**src/rtl/lom_pkg.sv**
```systemverilog
`timescale 1ns / 1ps
`default_nettype none
// ----------------------------------------------------------------------------
// lom_pkg
// Shared types and result codes for the limit order matcher.
// ----------------------------------------------------------------------------
package lom_pkg;

	typedef enum logic [2:0] {
		KIND_TRADE     = 3'd0,
		KIND_RESTED    = 3'd1,
		KIND_FILLED    = 3'd2,
		KIND_DUPLICATE = 3'd3,
		KIND_CANCELLED = 3'd4,
		KIND_NOT_FOUND = 3'd5,
		KIND_BOOK_FULL = 3'd6
	} kind_t;

	localparam logic OP_SUBMIT = 1'b0;
	localparam logic OP_CANCEL = 1'b1;
	localparam logic SIDE_BUY  = 1'b0;

	// one request as it sits in the queue between front and back
	typedef struct packed {
		logic        op;
		logic [31:0] order_id;
		logic        side;
		logic [19:0] limit_price;
		logic [23:0] quantity;
		logic [47:0] stamp;
	} req_t;

	localparam int REQ_W = $bits(req_t);

endpackage
`default_nettype wire

```
**src/rtl/lom_queue.sv**
```systemverilog
`timescale 1ns / 1ps
`default_nettype none
// ----------------------------------------------------------------------------
// lom_queue
// Two-entry request queue between the front end and the matching engine.
// ----------------------------------------------------------------------------
module lom_queue (
	input  wire                 clk,
	input  wire                 arst_n,
	input  wire                 push,
	input  lom_pkg::req_t       push_req,
	output logic                full,
	input  wire                 pop,
	output logic                not_empty,
	output lom_pkg::req_t       head
);

	lom_pkg::req_t slot_q [2];
	logic          wr_q;
	logic          rd_q;
	logic [1:0]    count_q;

	assign full      = (count_q == 2'd2);
	assign not_empty = (count_q != 2'd0);
	assign head      = slot_q[rd_q];

	always_ff @(posedge clk) begin
		if (push && !full) begin
			slot_q[wr_q] <= push_req;
		end
	end

	always_ff @(posedge clk or negedge arst_n) begin
		if (!arst_n) begin
			wr_q    <= 1'b0;
			rd_q    <= 1'b0;
			count_q <= 2'd0;
		end else begin
			if (push && !full) begin
				wr_q <= ~wr_q;
			end
			if (pop && not_empty) begin
				rd_q <= ~rd_q;
			end
			count_q <= count_q + 2'((push && !full) ? 1 : 0) - 2'((pop && not_empty) ? 1 : 0);
		end
	end

`ifndef SYNTH
	a_no_overflow: assert property (@(posedge clk) disable iff (!arst_n)
		count_q != 2'd3) else $error("queue count out of range");
	a_pop_drains: assert property (@(posedge clk) disable iff (!arst_n)
		(count_q == 2'd1 && pop && !push) |=> count_q == 2'd0)
		else $error("queue pop lost");
	a_push_fills: assert property (@(posedge clk) disable iff (!arst_n)
		(count_q == 2'd0 && push && !pop) |=> count_q == 2'd1)
		else $error("queue push lost");
`endif

endmodule
`default_nettype wire

```
**config.mk**
```make
export PLATFORM = sky130hd
export DESIGN_NAME = lom_queue
export DESIGN_NICKNAME = d
export VERILOG_FILES = /design/src/rtl/lom_pkg.sv /design/src/rtl/lom_queue.sv
export SDC_FILE = /design/constraint.sdc
export NUM_CORES = 1
export LEC_CHECK = 0
export BUFFER_PORTS_ARGS = -buffer_cell sky130_fd_sc_hd__buf_2
export CAP_MARGIN = 40
export CORE_UTILIZATION = 52
export CTS_CLUSTER_SIZE = 25
export DETAILED_ROUTE_END_ITERATION = 6
export PLACE_DENSITY = 0.77
export SYNTH_ARGS = -nofsm -noshare
export SYNTH_HDL_FRONTEND = slang
export SYNTH_SLANG_ARGS = --single-unit
```
**constraint.sdc**
```tcl
create_clock -name clk -period 7 [get_ports clk]
set_input_delay 0.35 -clock clk [delete_from_list [all_inputs] [get_ports clk]]
set_output_delay 0.35 -clock clk [all_outputs]
set_load 0.01 [all_outputs]
```
Yosys cells after proc, flatten, opt, wreduce, memory -nomap -nowiden

Memory sizes are Yosys's and may differ from the RTL's.
Cells that the tools add are included.

Register bits: 4
Input port bits: 130
RAM bits: 252
Word-level logic and storage cells: 17
Memories kept: 1

Memories:

| name   | words | width | read ports | clocked after memory_dff | write ports | RTL line        | text |
|---|---|---|---|---|---|---|---|
| slot_q | 2     | 126   | 1          | 0                        | 1           | lom_queue.sv:18 | `lom_pkg::req_t slot_q [2];` |

Add/subtract/negate cells: 2
Bitwise operators: 2
Reductions and logical operators: 4
Muxes and demuxes: 4
Equal/unequal tests: 1

Operators with widths:

| kind                                        | number |
|---|---|
| 1-bit two-way mux                           | 4 |
| 2-bit by 1-bit adder with 2-bit output      | 1 |
| 2-bit == test, second input constant        | 1 |
| 1-bit logical AND                           | 2 |
| 1-bit inverter                              | 2 |
| 2-bit nonzero test                          | 1 |
| 2-bit by 1-bit subtractor with 2-bit output | 1 |
| 1-bit zero test                             | 1 |

Depth between registers and ports, before layout

Word-level depth: 6
Mapped depth: 7
Mapped depth without buffers: 7

Worst setup path after synthesis

No wires, ideal clock.

Path kind: reg-to-reg
Start: reg count_q[1]
End: mem slot_q[0][0] (netlist name), enable pin
Arrival time: 5.824 ns
Path buffers: 0
Slack: 0.563 ns
Period minus slack after synthesis: 6.437 ns
Required time: 6.388 ns
Library setup time: 0.612 ns
Stages on the path, launching flop included: 4
Cells stage by stage: dfrtp_1 nand2b_1 nand2_1 nor2_1

Word-level cells in the longest chain between the ends: 5

RTL lines:

| what                                    | RTL line        | text |
|---|---|---|
| start: declaration                      | lom_queue.sv:21 | `logic [1:0] count_q;` |
| start signal: assignment                | lom_queue.sv:45 | `count_q <= count_q + 2'((push && !full) ? 1 : 0) - 2'((pop && not_empty) ? 1 : 0);` |
| 2-bit == test                           | lom_queue.sv:23 | `assign full = (count_q == 2'd2);` |
| 1-bit zero test                         | lom_queue.sv:28 | `if (push && !full) begin` |
| 1-bit logical AND                       | lom_queue.sv:28 |  |
| 1-bit two-way mux                       | lom_queue.sv:28 |  |
| 1-bit two-way mux (not written as such) | lom_queue.sv:29 | `slot_q[wr_q] <= push_req;` |
| end: declaration                        | lom_queue.sv:18 |  |

Every way passes these cells.

Final worst setup path

Start: reg count_q[0]
End: mem slot_q[1][57] (netlist name), enable pin

Same word-level chain as after synthesis.

==> summary.txt <==
Critical path
  – Setup CP Type: reg2reg
  – WP data arrival: 2.63 ns
  – Critical Path RT: 7.17 ns
  – Crit. Startpoint: count_q[0]
  – Critical path launch point type: flop
  – Reg2Reg Setup Slack: 4.54 ns
  – Reg-to-Reg Start: count_q[0]
  – Crit end category: flop
  – CP Max Fanout: 58

Final layout
  – Nets@finish: 820
  – P&R area growth vs syn: 25.7%
  – Share of layout cells above drive strength 1: 60.8%
  – Design area: 11800 µm²
  – Final core utilization: 67.6%

STA
  – Finish-stage setup viols: 0
  – Final Max Slew Viols: 0
  – Slew @ Worst Pin: 0.841 ns
  – Setup_tns: 0 ns
  – Final hold violations: 0
  – Fmax achieved: 407 MHz
  – RSZ-0062 raised after global routing: no
  – Slew headroom: 44.0%
  – Final min period: 2.46 ns
  – Final period util: 35.1%
  – Setup Skew: 0.00688 ns

Route
  – Drt wl/cell: 18.3 µm
  – Antenna Nets Post-Route: 0
  – DRT iter0 DRCs: 178
  – DRC Markers: 0
  – DR pass1 iterations: 4
  – Drt total wl: 17100 µm
  – Vias per Instance: 5.04
  – Vias: 4701

Yosys
  – Syn nets: 542
  – Count leader, synth: edfxtp_1
  – Ys flop type: edfxtp_1
  – Sequential element share of the synthesized area: 81.6%
  – Async SR Flop Fraction: 1.56%
  – Yosys top cell by area: edfxtp_1
  – Yosys cell types: 16
  – Yosys top cell area share: 80.5%
  – Avg Inst Size Synth: 22.9 µm²
  – Number of synthesized flops with an enable pin: 252
  – Yosys warns: 0
  – Top cells by count, synth: 252 x edfxtp_1, 96 x mux2_2, 30 x mux2_4
  – Cell Area, Synth: 9400 µm²
  – Synth Register Bits: 256
  – Post-Syn Instances: 410
  – Largest cells by area after synthesis: edfxtp_1 81%, mux2_2 12%, mux2_4 4.8%, dfrtp_1 1.1%, buf_6 0.60%

Pwr
  – PwrDens: 421 nW/µm²
  – VDD IR max: 0.307 mV
  – Pwr Total: 4980 µW
  – Leak: 0.00453 µW

CTS
  – CTS root buf: clkbuf_16
  – Worst-path clk slew: 0.06 ns
  – Post-CTS Setup Bufs: 0
  – Clock Tree Buf Depth: 3
  – H-tree depth: 1
  – Total CTS buffers: 25
  – Worst-Skew Late Latency: 0.49 ns
  – Sink Count: 256
  – CTS tree: yes

Floorplanning
  – Die Ht: 136 µm
  – Die Span X: 136 µm
  – I/O pin count: 258
  – Core ar.: 17500 µm²
  – Starting Density: 53.8%
  – Die area: 18600 µm²
  – Rows: 48

Min path
  – Hold Path Class: in2reg
  – Hold_sp: push_req[54]

Global route
  – Gr usage total: 17.7%
  – Initial antenna violation count: 2
  – Largest net degree at the start of global routing: 66
  – Total grt overflow: 0
  – Number of global-route vias before repair: 4843
  – First-pass GRT wire length: 24800 µm

Placement
  – Placed Area: 11000 µm²
  – Final GP Congestion: 0.754
  – I/O Buffers: 257
  – Final HPWL DP: 11500 µm

Outcome
  – Run status: complete, no violations

Job
  – Max Cap Violations: 0
## path summary, 6_finish.rpt
check / to / depth (start not counted)
setup reg to reg: slot_q[1][57] / 4
min in group asynchronous: wr_q / 2
hold / removal: slot_q[0][54] / 1
setup / recovery: slot_q[1][57] / 4
max in group asynchronous: rd_q / 2
hold reg to reg: wr_q / 1
## where the power goes
part	internal, µW	switching (µW)	leakage, µW	total, µW
sequential	2100	87.1	0.00239	2190
combinational	704	783	0.00175	1490
clock	799	506	0.000400	1300
total	3600	1380	0.00453	4980
## sequential cells by signal (all words and copies together) (netlist names)
name and cells:
count_q 2, rd_q 1, slot_q 252, wr_q 1
## metrics by stage
stage / setup WS, ns / hold WS (ns) / cells
2_1_floorplan: 0.563 / 0.0544 / 410
4_1_cts: 4.35 / 0.0128 / 930
5_1_grt: 4.39 / 0.0122 / 931
3_3_place_gp: 4.23 / 0.159 / 882
6_report: 4.54 / 0.0422 / 932
3_5_place_dp: 4.52 / 0.161 / 884
## kinds of logic (layout without fill, tap and decap cells)
logic type,Yosys count,in the layout,synth area share [%]
DFF,256,256,81.6
muxes,126,126,16.3
buffers and inverters,16,312,1.16
and+or+nand+nor,6,6,0.346
xor gates and xnor gates,4,4,0.373
adders and majority gates,2,2,0.266
other,0,1,0
## worst max-delay path, cell delays in order (launching register included)
cell and delay (ns):
dfrtp_1 0.37, nand2b_1 0.17, and3_4 0.73, buf_4 0.49, buf_12 0.30
## final cells by class
type | count | area, µm²
Clock buffer | 36 | 697
Timing Repair Buffer | 265 | 1400
Inverter | 2 | 7.51
Antenna cell | 1 | 2.50
Multi-Input combinational cell | 138 | 1640
Fill cell | 1109 | 5660
Sequential cell | 256 | 7670
Clock inverter | 9 | 118
Tap cell | 225 | 282
## metal layers
layer	part of all wire [%]	global-route usage, %
met1	37	20.1
met3	9.5	6.15
met4	1.7	4.94
met2	52	31.4
met5	0	0
## cell usage in the layout, fill, tap and decap left out, drive strengths merged, types with 2 or more instances in the layout
master	synthesis	routed
clkbuf	0	36
bufinv	0	3
inv	2	2
dfrtp	4	4
edfxtp	252	252
mux2	126	126
clkinv	0	6
xnor2	3	3
ha	2	2
buf	14	264
## timing repair
action / in CTS / in global routing
gates resized for setup: 0 / 0
endpoints found under the hold margin: 4 / 0
hold buffers: 1 / 0
endpoints found under the setup margin: 0 / 0
No activity file was read; power rests on OpenSTA's default activity.
